[config.mk]
export PLATFORM = sky130hd
export DESIGN_NAME = string_literal_escape_decoder
export DESIGN_NICKNAME = d
export VERILOG_FILES = /design/src/sv/sled_pkg.sv /design/src/sv/string_literal_escape_decoder.sv /design/src/sv/sled_front.sv /design/src/sv/sled_queue.sv /design/src/sv/sled_back.sv
export SDC_FILE = /design/constraint.sdc
export NUM_CORES = 1
export LEC_CHECK = 0
export BUFFER_PORTS_ARGS = -buffer_cell sky130_fd_sc_hd__clkbuf_2
export CAP_MARGIN = 15
export CORE_MARGIN = 3
export CORE_UTILIZATION = 56
export DETAILED_ROUTE_END_ITERATION = 6
export PLACE_DENSITY_LB_ADDON = 0.12
export REMOVE_ABC_BUFFERS = 1
export SLEW_MARGIN = 20
export SYNTH_ARGS = -nofsm -noshare
export SYNTH_HDL_FRONTEND = slang
export SYNTH_SLANG_ARGS = --single-unit
[constraint.sdc]
create_clock -name i_clk -period 3.4 [get_ports i_clk]
set_clock_uncertainty 0.05 [all_clocks]
set_input_delay 0.34 -clock i_clk [delete_from_list [all_inputs] [get_ports i_clk]]
set_output_delay 0.34 -clock i_clk [all_outputs]
set_load 0.005 [all_outputs]
[src/sv/sled_pkg.sv]
// ----------------------------------------------------------------------------
// sled_pkg
// result codes and the types passed between front, queue and back
// ----------------------------------------------------------------------------
package sled_pkg;

    localparam logic [1:0] KIND_BYTE = 2'd0;
    localparam logic [1:0] KIND_END  = 2'd1;
    localparam logic [1:0] KIND_ERR  = 2'd2;

    localparam logic [2:0] ERR_NONE    = 3'd0;
    localparam logic [2:0] ERR_EOF     = 3'd1;
    localparam logic [2:0] ERR_NEWLINE = 3'd2;
    localparam logic [2:0] ERR_ESCAPE  = 3'd3;
    localparam logic [2:0] ERR_HEX     = 3'd4;
    localparam logic [2:0] ERR_DEC     = 3'd5;

    typedef struct packed {
        logic [1:0] kind;
        logic [7:0] out_byte;
        logic [2:0] error_code;
    } t_result;

    // one or two results caused by one input byte
    typedef struct packed {
        t_result r0;
        t_result r1;
        logic    two;
    } t_bundle;

endpackage

[src/sv/string_literal_escape_decoder.sv]
// ----------------------------------------------------------------------------
// string_literal_escape_decoder
// decodes escapes of a delimited string literal, one source byte per cycle
// ----------------------------------------------------------------------------
//  channel   direction  handshake           payload
//  source    in         push / full         i_data_byte, i_end_of_input
//  result    out        empty / pop         o_kind, o_out_byte, o_error_code, o_last
//
//  a source byte is taken every cycle while the result queue has room; the
//  decode state machine in the front settles each byte in the cycle it is taken
//  a result leaves every cycle that pop is high while the queue is not empty;
//  a byte that ends a short decimal escape gives two results unless it is a backslash
//  full rises only when QUEUE_DEPTH bundles are waiting, so a stalled reader
//  backs up into the source side after that many bundles
//  synchronous active-low reset returns to idle and empties the queue
// ----------------------------------------------------------------------------
module string_literal_escape_decoder
    import sled_pkg::*;
#(
    parameter int QUEUE_DEPTH = 4
)
(
    input  logic       i_clk,
    input  logic       i_rst_n,
    // source side
    input  logic       push,
    output logic       full,
    input  logic [7:0] i_data_byte,
    input  logic       i_end_of_input,
    // result side
    output logic       empty,
    input  logic       pop,
    output logic [1:0] o_kind,
    output logic [7:0] o_out_byte,
    output logic [2:0] o_error_code,
    output logic       o_last
);

    // source transaction taken this edge
    logic    accept;
    // front produced at least one result for this byte
    logic    front_valid;
    t_bundle front_bundle;
    // queue head towards the back
    t_bundle head;
    logic    head_valid;
    logic    deq;

    assign accept = push && !full;

    // front: state machine that classifies and decodes the byte
    sled_front u_front (
        .i_clk          (i_clk),
        .i_rst_n        (i_rst_n),
        .i_accept       (accept),
        .i_data_byte    (i_data_byte),
        .i_end_of_input (i_end_of_input),
        .o_valid        (front_valid),
        .o_bundle       (front_bundle)
    );

    // bytes with no result (opening delimiter, backslash, non-final escape digits) are not queued
    sled_queue #(
        .DEPTH (QUEUE_DEPTH)
    ) u_queue (
        .i_clk      (i_clk),
        .i_rst_n    (i_rst_n),
        .i_wr       (accept && front_valid),
        .i_wr_data  (front_bundle),
        .i_rd       (deq),
        .o_head     (head),
        .o_nonempty (head_valid),
        .o_full     (full)
    );

    // back: splits a two-result bundle into two result transactions
    sled_back u_back (
        .i_clk        (i_clk),
        .i_rst_n      (i_rst_n),
        .i_head       (head),
        .i_nonempty   (head_valid),
        .i_pop        (pop),
        .o_deq        (deq),
        .o_empty      (empty),
        .o_kind       (o_kind),
        .o_out_byte   (o_out_byte),
        .o_error_code (o_error_code),
        .o_last       (o_last)
    );

endmodule

[src/sv/sled_front.sv]
// ----------------------------------------------------------------------------
// sled_front
// per-byte decode state machine, one byte per cycle while i_accept is high, bundles its results
// ----------------------------------------------------------------------------
module sled_front
    import sled_pkg::*;
(
    input  logic       i_clk,
    input  logic       i_rst_n,
    input  logic       i_accept,
    input  logic [7:0] i_data_byte,
    input  logic       i_end_of_input,
    output logic       o_valid,
    output t_bundle    o_bundle
);

    localparam logic [2:0] MODE_IDLE = 3'd0;
    localparam logic [2:0] MODE_STR  = 3'd1;
    localparam logic [2:0] MODE_ESC  = 3'd2;
    localparam logic [2:0] MODE_HEX  = 3'd3;
    localparam logic [2:0] MODE_DEC  = 3'd4;
    localparam logic [2:0] MODE_NL   = 3'd5;

    localparam logic [7:0] CH_NUL   = 8'h00;
    localparam logic [7:0] CH_LF    = 8'h0a;
    localparam logic [7:0] CH_CR    = 8'h0d;
    localparam logic [7:0] CH_DQ    = 8'h22;
    localparam logic [7:0] CH_SQ    = 8'h27;
    localparam logic [7:0] CH_ZERO  = 8'h30;
    localparam logic [7:0] CH_NINE  = 8'h39;
    localparam logic [7:0] CH_UC_A  = 8'h41;
    localparam logic [7:0] CH_UC_F  = 8'h46;
    localparam logic [7:0] CH_BSL   = 8'h5c;
    localparam logic [7:0] CH_A     = 8'h61;
    localparam logic [7:0] CH_B     = 8'h62;
    localparam logic [7:0] CH_F     = 8'h66;
    localparam logic [7:0] CH_N     = 8'h6e;
    localparam logic [7:0] CH_R     = 8'h72;
    localparam logic [7:0] CH_T     = 8'h74;
    localparam logic [7:0] CH_V     = 8'h76;
    localparam logic [7:0] CH_X     = 8'h78;

    typedef struct packed {
        logic       valid;
        t_result    res;
        logic [2:0] mode;
    } t_step;

    function automatic t_result mk(input logic [1:0] k, input logic [7:0] b,
                                   input logic [2:0] e);
        t_result r;
        r.kind       = k;
        r.out_byte   = b;
        r.error_code = e;
        return r;
    endfunction

    function automatic t_step string_byte(input logic [7:0] c, input logic [7:0] delim);
        t_step s;
        s.valid = 1'b1;
        s.res   = mk(KIND_BYTE, c, ERR_NONE);
        s.mode  = MODE_STR;
        priority if (c == delim) begin
            s.res  = mk(KIND_END, 8'd0, ERR_NONE);
            s.mode = MODE_IDLE;
        end else if (c == CH_NUL) begin
            s.res  = mk(KIND_ERR, 8'd0, ERR_EOF);
            s.mode = MODE_IDLE;
        end else if (c == CH_LF || c == CH_CR) begin
            s.res  = mk(KIND_ERR, 8'd0, ERR_NEWLINE);
            s.mode = MODE_IDLE;
        end else if (c == CH_BSL) begin
            s.valid = 1'b0;
            s.mode  = MODE_ESC;
        end else begin
            s.valid = 1'b1;
        end
        return s;
    endfunction

    logic [7:0] c;
    logic       c_dec;
    logic [3:0] c_dval;
    logic       c_hex;
    logic [3:0] c_hval;
    logic [13:0] dec_acc;

    logic [2:0] r_mode,  n_mode;
    logic [7:0] r_delim, n_delim;
    logic [9:0] r_val,   n_val;
    logic [1:0] r_cnt,   n_cnt;
    logic       r_cr,    n_cr;

    t_step      sb;
    logic       v0, v1;
    t_result    res0, res1;

    assign c      = i_end_of_input ? CH_NUL : i_data_byte;
    assign c_dec  = (c >= CH_ZERO) && (c <= CH_NINE);
    assign c_dval = c[3:0];

    always_comb begin
        c_hex  = 1'b1;
        c_hval = c[3:0];
        priority if (c_dec) begin
            c_hval = c[3:0];
        end else if ((c >= CH_A && c <= CH_F) || (c >= CH_UC_A && c <= CH_UC_F)) begin
            c_hval = c[3:0] + 4'd9;
        end else begin
            c_hex = 1'b0;
        end
    end

    // value * 10 + digit as shifts and adds
    assign dec_acc = {1'b0, r_val, 3'b000} + {3'b000, r_val, 1'b0} + {10'd0, c_dval};

    always_comb begin
        n_mode  = r_mode;
        n_delim = r_delim;
        n_val   = r_val;
        n_cnt   = r_cnt;
        n_cr    = r_cr;
        v0      = 1'b0;
        v1      = 1'b0;
        res0    = mk(KIND_BYTE, 8'd0, ERR_NONE);
        res1    = mk(KIND_BYTE, 8'd0, ERR_NONE);
        sb      = string_byte(c, r_delim);
        unique case (r_mode)
            MODE_STR: begin
                v0     = sb.valid;
                res0   = sb.res;
                n_mode = sb.mode;
            end
            MODE_ESC: begin
                n_mode = MODE_STR;
                v0     = 1'b1;
                unique case (c)
                    CH_A: res0 = mk(KIND_BYTE, 8'd7, ERR_NONE);
                    CH_B: res0 = mk(KIND_BYTE, 8'd8, ERR_NONE);
                    CH_F: res0 = mk(KIND_BYTE, 8'd12, ERR_NONE);
                    CH_N: res0 = mk(KIND_BYTE, 8'd10, ERR_NONE);
                    CH_R: res0 = mk(KIND_BYTE, 8'd13, ERR_NONE);
                    CH_T: res0 = mk(KIND_BYTE, 8'd9, ERR_NONE);
                    CH_V: res0 = mk(KIND_BYTE, 8'd11, ERR_NONE);
                    CH_BSL, CH_DQ, CH_SQ: res0 = mk(KIND_BYTE, c, ERR_NONE);
                    CH_X: begin
                        v0     = 1'b0;
                        n_mode = MODE_HEX;
                        n_val  = 10'd0;
                        n_cnt  = 2'd0;
                    end
                    CH_LF, CH_CR: begin
                        res0   = mk(KIND_BYTE, CH_LF, ERR_NONE);
                        n_cr   = (c == CH_CR);
                        n_mode = MODE_NL;
                    end
                    CH_NUL: begin
                        res0   = mk(KIND_ERR, 8'd0, ERR_EOF);
                        n_mode = MODE_IDLE;
                    end
                    default: begin
                        if (c_dec) begin
                            v0     = 1'b0;
                            n_mode = MODE_DEC;
                            n_val  = {6'd0, c_dval};
                            n_cnt  = 2'd1;
                        end else begin
                            res0   = mk(KIND_ERR, 8'd0, ERR_ESCAPE);
                            n_mode = MODE_IDLE;
                        end
                    end
                endcase
            end
            MODE_HEX: begin
                if (!c_hex) begin
                    v0     = 1'b1;
                    res0   = mk(KIND_ERR, 8'd0, ERR_HEX);
                    n_mode = MODE_IDLE;
                end else begin
                    n_val = {2'b00, r_val[3:0], c_hval};
                    n_cnt = r_cnt + 2'd1;
                    if (n_cnt >= 2'd2) begin
                        v0     = 1'b1;
                        res0   = mk(KIND_BYTE, n_val[7:0], ERR_NONE);
                        n_mode = MODE_STR;
                    end
                end
            end
            MODE_DEC: begin
                if (c_dec) begin
                    n_val = dec_acc[9:0];
                    n_cnt = r_cnt + 2'd1;
                    if (n_cnt == 2'd3 || n_cnt == 2'd0) begin
                        v0 = 1'b1;
                        if (n_val > 10'd255) begin
                            res0   = mk(KIND_ERR, 8'd0, ERR_DEC);
                            n_mode = MODE_IDLE;
                        end else begin
                            res0   = mk(KIND_BYTE, n_val[7:0], ERR_NONE);
                            n_mode = MODE_STR;
                        end
                    end
                end else begin
                    // value first, then the ending byte as a string byte
                    v0     = 1'b1;
                    res0   = mk(KIND_BYTE, r_val[7:0], ERR_NONE);
                    v1     = sb.valid;
                    res1   = sb.res;
                    n_mode = sb.mode;
                end
            end
            MODE_NL: begin
                n_mode = MODE_STR;
                if (!((r_cr && c == CH_LF) || (!r_cr && c == CH_CR))) begin
                    v0     = sb.valid;
                    res0   = sb.res;
                    n_mode = sb.mode;
                end
            end
            default: begin
                n_mode = MODE_IDLE;
                if (c != CH_NUL) begin
                    n_delim = c;
                    n_mode  = MODE_STR;
                end
            end
        endcase
    end

    always_ff @(posedge i_clk) begin
        if (!i_rst_n) begin
            r_mode  <= MODE_IDLE;
            r_delim <= 8'd0;
            r_val   <= 10'd0;
            r_cnt   <= 2'd0;
            r_cr    <= 1'b0;
        end else if (i_accept) begin
            r_mode  <= n_mode;
            r_delim <= n_delim;
            r_val   <= n_val;
            r_cnt   <= n_cnt;
            r_cr    <= n_cr;
        end
    end

    assign o_valid     = v0;
    assign o_bundle.r0 = res0;
    assign o_bundle.r1 = res1;
    assign o_bundle.two = v1;

endmodule

[src/sv/sled_queue.sv]
// ----------------------------------------------------------------------------
// sled_queue
// small register queue of result bundles between front and back
// ----------------------------------------------------------------------------
module sled_queue
    import sled_pkg::*;
#(
    parameter int DEPTH = 4
)
(
    input  logic    i_clk,
    input  logic    i_rst_n,
    input  logic    i_wr,
    input  t_bundle i_wr_data,
    input  logic    i_rd,
    output t_bundle o_head,
    output logic    o_nonempty,
    output logic    o_full
);

    localparam int PW = (DEPTH > 1) ? $clog2(DEPTH) : 1;
    localparam int CW = $clog2(DEPTH + 1);
    localparam logic [PW-1:0] LAST_PTR = PW'(DEPTH - 1);
    localparam logic [CW-1:0] FULL_CNT = CW'(DEPTH);

    t_bundle       r_mem [DEPTH];
    logic [PW-1:0] r_wr_ptr, n_wr_ptr;
    logic [PW-1:0] r_rd_ptr, n_rd_ptr;
    logic [CW-1:0] r_cnt,    n_cnt;

    always_comb begin
        n_wr_ptr = r_wr_ptr;
        n_rd_ptr = r_rd_ptr;
        n_cnt    = r_cnt;
        if (i_wr) begin
            n_wr_ptr = (r_wr_ptr == LAST_PTR) ? '0 : r_wr_ptr + PW'(1);
        end
        if (i_rd) begin
            n_rd_ptr = (r_rd_ptr == LAST_PTR) ? '0 : r_rd_ptr + PW'(1);
        end
        unique case ({i_wr, i_rd})
            2'b10:   n_cnt = r_cnt + CW'(1);
            2'b01:   n_cnt = r_cnt - CW'(1);
            default: n_cnt = r_cnt;
        endcase
    end

    always_ff @(posedge i_clk) begin
        if (!i_rst_n) begin
            r_wr_ptr <= '0;
            r_rd_ptr <= '0;
            r_cnt    <= '0;
        end else begin
            r_wr_ptr <= n_wr_ptr;
            r_rd_ptr <= n_rd_ptr;
            r_cnt    <= n_cnt;
        end
    end

    always_ff @(posedge i_clk) begin
        if (i_wr) begin
            r_mem[r_wr_ptr] <= i_wr_data;
        end
    end

    assign o_head     = r_mem[r_rd_ptr];
    assign o_nonempty = (r_cnt != '0);
    assign o_full     = (r_cnt == FULL_CNT);

endmodule

[src/sv/sled_back.sv]
// ----------------------------------------------------------------------------
// sled_back
// hands out the results of the head bundle one transaction at a time
// ----------------------------------------------------------------------------
module sled_back
    import sled_pkg::*;
(
    input  logic       i_clk,
    input  logic       i_rst_n,
    input  t_bundle    i_head,
    input  logic       i_nonempty,
    input  logic       i_pop,
    output logic       o_deq,
    output logic       o_empty,
    output logic [1:0] o_kind,
    output logic [7:0] o_out_byte,
    output logic [2:0] o_error_code,
    output logic       o_last
);

    logic    r_second;
    logic    take;
    t_result cur;

    assign take  = i_pop && i_nonempty;
    assign o_deq = take && (r_second || !i_head.two);
    assign cur   = r_second ? i_head.r1 : i_head.r0;

    always_ff @(posedge i_clk) begin
        if (!i_rst_n) begin
            r_second <= 1'b0;
        end else if (take) begin
            r_second <= !o_deq;
        end
    end

    assign o_empty      = !i_nonempty;
    assign o_kind       = cur.kind;
    assign o_out_byte   = cur.out_byte;
    assign o_error_code = cur.error_code;
    assign o_last       = r_second || !i_head.two;

endmodule

==> flow_metrics.env, run 1 <==
export IMPL_status="complete, but fails checks"
export IMPL_violations="DRC"
export IMPL_use_met2=0.477
export IMPL_hold_violations=0
export IMPL_wl_per_cell_um=22.3
export IMPL_ys_warn_count=0
export IMPL_drc_errors=3
export IMPL_place_congestion=1.04
export IMPL_crit_path_end_kind="register"
export IMPL_met3_usage=0.0643
export IMPL_critPathRequiredTime_ps=3640
export IMPL_viasPerCell=6.40
export IMPL_path_clk_slew_ps=60
export IMPL_cts_root_buffer="clkbuf_16"
export IMPL_relSlewSlack=0.354
export IMPL_drive_above_1_share=0.241
export IMPL_hpwl_mm=14.4
export IMPL_clockBufferDepth=2
export IMPL_syn_cell_area_sq_um=7430
export IMPL_fmaxAchievable_mhz=309
export IMPL_synth_top_cells_by_area="edfxtp_1 42%, dfxtp_1 8.9%, mux4_2 7.9%"
export IMPL_register_area_sq_um=3780
export IMPL_critPathMaxFanout=6
export IMPL_async_flop_share=0
export IMPL_synth_mux_area_frac=0.0992
export IMPL_clk_latency_ps=420
export IMPL_arrival_ps=3480
export IMPL_drtPass1Iterations=7
export IMPL_synthTopCellsByCount="104 x edfxtp_1, 69 x nand2_1, 47 x nor2_1"
export IMPL_synth_top_family_by_area="simple AND/OR/NAND/NOR gates"
export IMPL_worst_pin_slew_ps=965
export IMPL_cp_start_kind="register"
export IMPL_vias=5836
export IMPL_fin_nets=768
export IMPL_yosys_most_used_dff="edfxtp_1"
export IMPL_ant_nets=0
export IMPL_utilization=0.694
export IMPL_dr_first_iter_drc_count=715
export IMPL_dpl_instance_area_sq_um=8220
export IMPL_core_sq_um=12800
export IMPL_power_mw=4.26
export IMPL_grt_util_met1=0.386
export IMPL_ys_seq_elements=137
export IMPL_grt_total_usage=0.292
export IMPL_rows=41
export IMPL_peakVddDrop_mv=0.369
export IMPL_syn2layout_area_growth_pct=19.3
export IMPL_cp_top_family="compound AO/OA/AOI/OAI gates"
export IMPL_dieArea_sq_um=14700
export IMPL_antenna_found_initial=0
export IMPL_p_per_area_nw_per_um2=480
export IMPL_ys_seq_area_frac=0.509
export IMPL_finalWirelength_mm=20.4
export IMPL_synth_compound_area_frac=0.132
export IMPL_synth_fa_ha_area_frac=0.0505
export IMPL_max_stage_delay_ps=510
export IMPL_nFillCells=940
export IMPL_p_leak_nw=3.19
export IMPL_fin_crit_ps=3240
export IMPL_cts_tree="yes"
export IMPL_grt_first_pass_wirelength_mm=32.2
export IMPL_yosysTopAreaCell="edfxtp_1"
export IMPL_cts_sinks=137
export IMPL_crit_start="u_front.r_val[1]"
export IMPL_synthCells=642
export IMPL_synth_xor_area_share=0.0209
export IMPL_grt_max_degree=27
export IMPL_worstPathBufferInverterCount=1
export IMPL_cts_made_buffers=17
export IMPL_fp_dieH_um=121
export IMPL_yosys_cell_count_top_type="edfxtp_1"
export IMPL_synthSimpleGateAreaFrac=0.160
export IMPL_r2r_start="u_front.r_val[1]"
export IMPL_fin_cells=912
export IMPL_placed_cells=878
export IMPL_multi_input_area_sq_um=3450
export IMPL_yosysUniqueCellTypes=80
export IMPL_dieWidth_um=121
export IMPL_htreeDepth=4
export IMPL_cp_slowest_cell="dfxtp_1"
export IMPL_grt_busiest_layer="met2"
export IMPL_port_buffers=28
export IMPL_fin_area_sq_um=8870
export IMPL_num_antenna_cells=0
export IMPL_min_path_type="in2reg"
export IMPL_io_pins=29
export IMPL_setup_viol=0
export IMPL_grt_pass1_vias=5780
export IMPL_hp_start="i_rst_n"
export IMPL_crit_type="reg2reg"
export IMPL_initial_core_util=0.582
export IMPL_avgSynthCellArea_sq_um=11.6
export IMPL_synth_top_cell_area_share=0.420
export IMPL_overflow=0
export IMPL_finalMaxSlewViolations=0
export IMPL_grt_setup_unrepaired="no"
export IMPL_synth_edf_count=104
export IMPL_path_cells="ha_1 -> ha_1 -> fa_1 -> a21oi_1 -> o22ai_1 -> o41a_1 -> nand3_1 -> nand3_1 -> o221ai_1 -> buf_4"
export IMPL_period_share=0.953
export IMPL_drv_cap=0
==> final timing paths <==
path	endpoint	slack, ps	cells after the start
worst min-delay path	u_front.r_cnt[1]	200	2
worst max register to register	u_queue.r_mem[3][24]	160	10
worst min register to register	u_queue.r_cnt[2]	450	2
worst max-delay path	u_queue.r_mem[3][24]	160	10
==> flip-flops by register name, indices dropped and copies added, names as in the netlist, named ones only <==
register and flops:
u_queue.r_mem 104, u_front.r_val 9, u_front.r_delim 8, u_front.r_mode 3
u_queue.r_cnt 3, u_front.r_cnt 2, u_queue.r_rd_ptr 2, u_queue.r_wr_ptr 2
u_back.r_second 1, u_front.r_cr 1
==> report_power, final <==
| part | internal [mW] | switching, mW | total, mW |
|---|---|---|---|
| sequential | 1.82 | 0.0260 | 1.84 |
| combinational | 0.200 | 0.258 | 0.457 |
| clock | 1.23 | 0.722 | 1.96 |
| total | 3.25 | 1.01 | 4.26 |
==> routing by layer <==
metal | part of all wire | vias up
met5 | 0 | -
met4 | 0.029 | 0
met3 | 0.068 | 62
met2 | 0.49 | 286
met1 | 0.41 | 2853
li1 | - | 2635
==> cell type report <==
type | count | area share
tap | 172 | 0.0243
inverter | 17 | 0.00720
timing repair buffer | 100 | 0.0824
clock inverter | 13 | 0.0216
clock buffer | 19 | 0.0488
sequential | 137 | 0.427
multi-input combinational | 454 | 0.389
==> what timing repair did <==
| item | in CTS | in global routing |
|---|---|---|
| hold buffers | 0 | 0 |
| gates resized for setup | 0 | 1 |
| buffers inserted | 0 | 2 |
| setup endpoints to repair | 0 | 12 |
==> per-stage QoR <==
step / hold slack (ps) / setup WS, ps / TNS, ps
floorplan: 408 / -119 / -119
global placement: 431 / 24.7 / 0
detailed placement: 449 / -106 / -792
CTS: 186 / 165 / 0
global route: 202 / 8.84 / 0
finish: 200 / 160 / 0
==> placed cells by master, fill, tap and decap left out, types with 6 or more instances in the layout <==
cell type / n
a21oi_1: 32
a211oi_1: 10
nor2_1: 47
clkbuf_2: 28
ha_1: 26
nand2_1: 69
buf_4: 68
dfxtp_1: 32
a21o_1: 6
nand3_1: 14
o21ai_0: 24
nand2b_1: 17
mux2i_1: 14
clkbuf_16: 17
mux4_2: 26
and2_1: 7
edfxtp_1: 104
o21bai_1: 6
inv_1: 15
nor2b_1: 8
nand4_1: 6
xor2_1: 7
nor3_1: 16
xnor2_1: 8
==> cells by family (layout without fill, tap and decap cells) <==
group,after synthesis,in the layout
adder cells (fa/ha/maj),29,29
multiplexers,41,41
AND/OR/NAND/NOR,230,230
AO/OA/AOI/OAI,138,138
flip-flops,137,137
XOR/XNOR,16,16
buffers and inverters,51,149
==> worst register-to-register path, stage by stage (launching register included) <==
cell      delay [ps]
dfxtp_1          510
ha_1             300
ha_1             230
fa_1             390
a21oi_1          200
o22ai_1          170
o41a_1           420
nand3_1          210
nand3_1          160
o221ai_1         290
buf_4            180
Power figures use the tool's default switching activity.
==> run 2: changes to the inputs <==
--- a/config.mk
+++ b/config.mk
@@ -5,10 +5,12 @@
 export SDC_FILE = /design/constraint.sdc
 export NUM_CORES = 1
 export LEC_CHECK = 0
+export ABC_AREA = 1
 export BUFFER_PORTS_ARGS = -buffer_cell sky130_fd_sc_hd__clkbuf_2
 export CAP_MARGIN = 15
 export CORE_MARGIN = 3
 export CORE_UTILIZATION = 56
+export CTS_CLUSTER_SIZE = 30
 export DETAILED_ROUTE_END_ITERATION = 6
 export PLACE_DENSITY_LB_ADDON = 0.12
 export REMOVE_ABC_BUFFERS = 1
==> run 2 against run 1 <==
Against the previous run:
- the flow now finishes without violations
- synthesized cell count rose by 36%
- combinational power rose to 3.2 times the previous value
- first-iteration DRC count decreased by 27%
- critical path depth up 9
- largest power group unchanged
==> flow_metrics.env, run 2 <==
export IMPL_fin_nets=953
export IMPL_finalWirelength_mm=19.7
export IMPL_path_clk_slew_ps=60
export IMPL_cp_start_kind="input port"
export IMPL_crit_path_end_kind="register"
export IMPL_arrival_ps=3250
export IMPL_cp_slowest_cell="fa_1"
export IMPL_clockBufferDepth=2
export IMPL_largest_register="u_queue.r_mem"
export IMPL_dieArea_sq_um=14700
export IMPL_largest_reg_flops=104
export IMPL_num_antenna_cells=0
export IMPL_cts_sinks=137
export IMPL_synth_edf_count=104
export IMPL_critPathRequiredTime_ps=3650
export IMPL_highest_layer="met4"
export IMPL_layout_common_cells="163 x nor2_1, 129 x nand2_1, 104 x edfxtp_1"
export IMPL_port_buffers=28
export IMPL_syn2layout_area_growth_pct=15.3
export IMPL_fp_dieH_um=121
export IMPL_power_mw=5.57
export IMPL_viasPerCell=5.72
export IMPL_grt_total_usage=0.277
export IMPL_cts_root_buffer="clkbuf_16"
export IMPL_dr_first_iter_drc_count=522
export IMPL_io_pins=29
export IMPL_worstPathBufferInverterCount=3
export IMPL_status="completed"
export IMPL_setup_viol=0
export IMPL_synthTopCellsByCount="167 x nor2_1, 129 x nand2_1, 104 x edfxtp_1"
export IMPL_avgSynthCellArea_sq_um=8.51
export IMPL_synth_top_cell_area_share=0.421
export IMPL_yosys_cell_count_top_type="nor2_1"
export IMPL_drtPass1Iterations=5
export IMPL_grt_pass1_vias=6021
export IMPL_route_met3_wl_mm=1.30
export IMPL_wl_met2_mm=9.48
export IMPL_worst_path_most_repeated_cell="nand2_2"
export IMPL_final_common_cell="nor2_1"
export IMPL_yosysUniqueCellTypes=41
export IMPL_fmaxAchievable_mhz=334
export IMPL_peakVddDrop_mv=0.315
export IMPL_fin_area_sq_um=8560
export IMPL_drc_errors=0
export IMPL_yosysTopAreaCell="edfxtp_1"
export IMPL_p_per_area_nw_per_um2=651
export IMPL_dpl_instance_area_sq_um=7870
export IMPL_wl_per_cell_um=18.0
export IMPL_place_congestion=0.957
export IMPL_htreeDepth=4
export IMPL_fin_crit_ps=2990
export IMPL_synthCells=872
export IMPL_path_cells="clkbuf_2 -> inv_1 -> nor2_1 -> ha_1 -> nand2_1 -> nand4_1 -> nand3_2 -> nand2_2 -> nor2_2 -> nor2_1 -> nand2_2 -> nand2_2 -> ha_1 -> inv_1 -> fa_1 -> a21oi_1 -> o21ai_0 -> o21ai_0 -> a21oi_1"
export IMPL_vias=6279
export IMPL_relSlewSlack=0.510
export IMPL_p_leak_nw=3.59
export IMPL_dieWidth_um=121
export IMPL_drt_met1_wl_mm=8.46
export IMPL_hpwl_mm=13.7
export IMPL_cts_made_buffers=17
export IMPL_yosys_most_used_dff="edfxtp_1"
export IMPL_cts_tree="yes"
export IMPL_critPathMaxFanout=6
export IMPL_ys_seq_elements=137
export IMPL_holdWs_ps=215
export IMPL_overflow=0
export IMPL_clk_latency_ps=420
export IMPL_max_stage_delay_ps=380
export IMPL_cts_setup_buffers=0
export IMPL_crit_type="in2reg"
export IMPL_finalMaxSlewViolations=0
export IMPL_biggestRegsByFlops="u_queue.r_mem x104, u_front.r_val x9, u_front.r_delim x8"
export IMPL_cp_top_family="simple AND/OR/NAND/NOR gates"
export IMPL_ys_warn_count=0
export IMPL_drive_above_1_share=0.139
export IMPL_async_flop_share=0
export IMPL_drv_cap=0
export IMPL_core_sq_um=12800
export IMPL_grt_first_pass_wirelength_mm=31.0
export IMPL_cts_resized=0
export IMPL_grt_setup_unrepaired="no"
export IMPL_postCtsHoldBufs=0
export IMPL_ys_seq_area_frac=0.510
export IMPL_initial_core_util=0.581
export IMPL_ant_nets=0
export IMPL_min_path_type="in2reg"
export IMPL_worst_pin_slew_ps=728
export IMPL_period_share=0.881
export IMPL_rows=41
export IMPL_hold_violations=0
export IMPL_syn_cell_area_sq_um=7420
export IMPL_grt_max_degree=51
export IMPL_antenna_found_initial=0
export IMPL_synth_top_cells_by_area="edfxtp_1 42%, dfxtp_1 8.9%, nor2_1 8.4%"
-- run 2: changes by cell type in the layout (fill, tap and decap cells not counted), sizes merged, moves of 11 or more --
cell and delta:
a211oi -11, a31oi +11, buf -47, inv +82, mux2i -14, mux4 -26, nand2 +71, nand2b -18
nand3 +37, nand4 +12, nor2 +123, o21ai +74, o22ai +14
-- run 2: cell families after synthesis --
| kind of cell | count (synthesis) | synth area share |
|---|---|---|
| adders and majority gates | 28 | 0.0492 |
| buffers and inverters | 128 | 0.0694 |
| xor gates and xnor gates | 6 | 0.00708 |
| and+or+nand+nor | 399 | 0.233 |
| AOI/OAI and AO/OA | 174 | 0.132 |
| DFF | 137 | 0.510 |
-- run 2: per-stage QoR --
stage	util	setup TNS [ps]	instances	setup slack (ps)
2_1_floorplan	-	-18630	840	-210
3_3_place_gp	0.616	0	1065	269
3_5_place_dp	0.616	-7.81	1065	-7.81
4_1_cts	0.670	0	1097	427
5_1_grt	0.670	0	1097	129
6_report	0.670	0	1097	406
-- run 2: path summary, 6_finish.rpt --
check,cells after the start,start,slack [ps],endpoint
worst max-delay path,19,i_data_byte[1],410,u_queue.r_cnt[2]
worst max register to register,15,u_front.r_mode[2],480,u_queue.r_cnt[2]
worst min-delay path,3,i_data_byte[7],220,u_front.r_delim[7]
worst min register to register,1,u_queue.r_cnt[0],410,u_queue.r_cnt[0]
-- run 2: layout make-up --
class                   count  area [sq um]
clock buffers              17           425
clock inverters            15           260
fillers                  1073          4220
inverters                  96           360
multi-input cells         607          3140
flip-flops and latches    137          3780
well taps                 172           215
repair buffers             53           378
-- run 2: report_power, final --
part / leakage (nW) / internal [mW] / switching, mW
sequential: 1.25 / 1.93 / 0.0728
combinational: 2.02 / 0.498 / 0.941
clock: 0.325 / 1.39 / 0.734
-- run 2: worst min-delay path: stages --
cell and delay (ps):
clkbuf_2 130, nand2_2 110, a21oi_1 60
-- run 2: routing by layer --
metal / up-vias / global-route usage
met5: - / 0
met4: 0 / 0.118
met3: 34 / 0.0615
met2: 258 / 0.452
met1: 2940 / 0.358
li1: 3047 / -
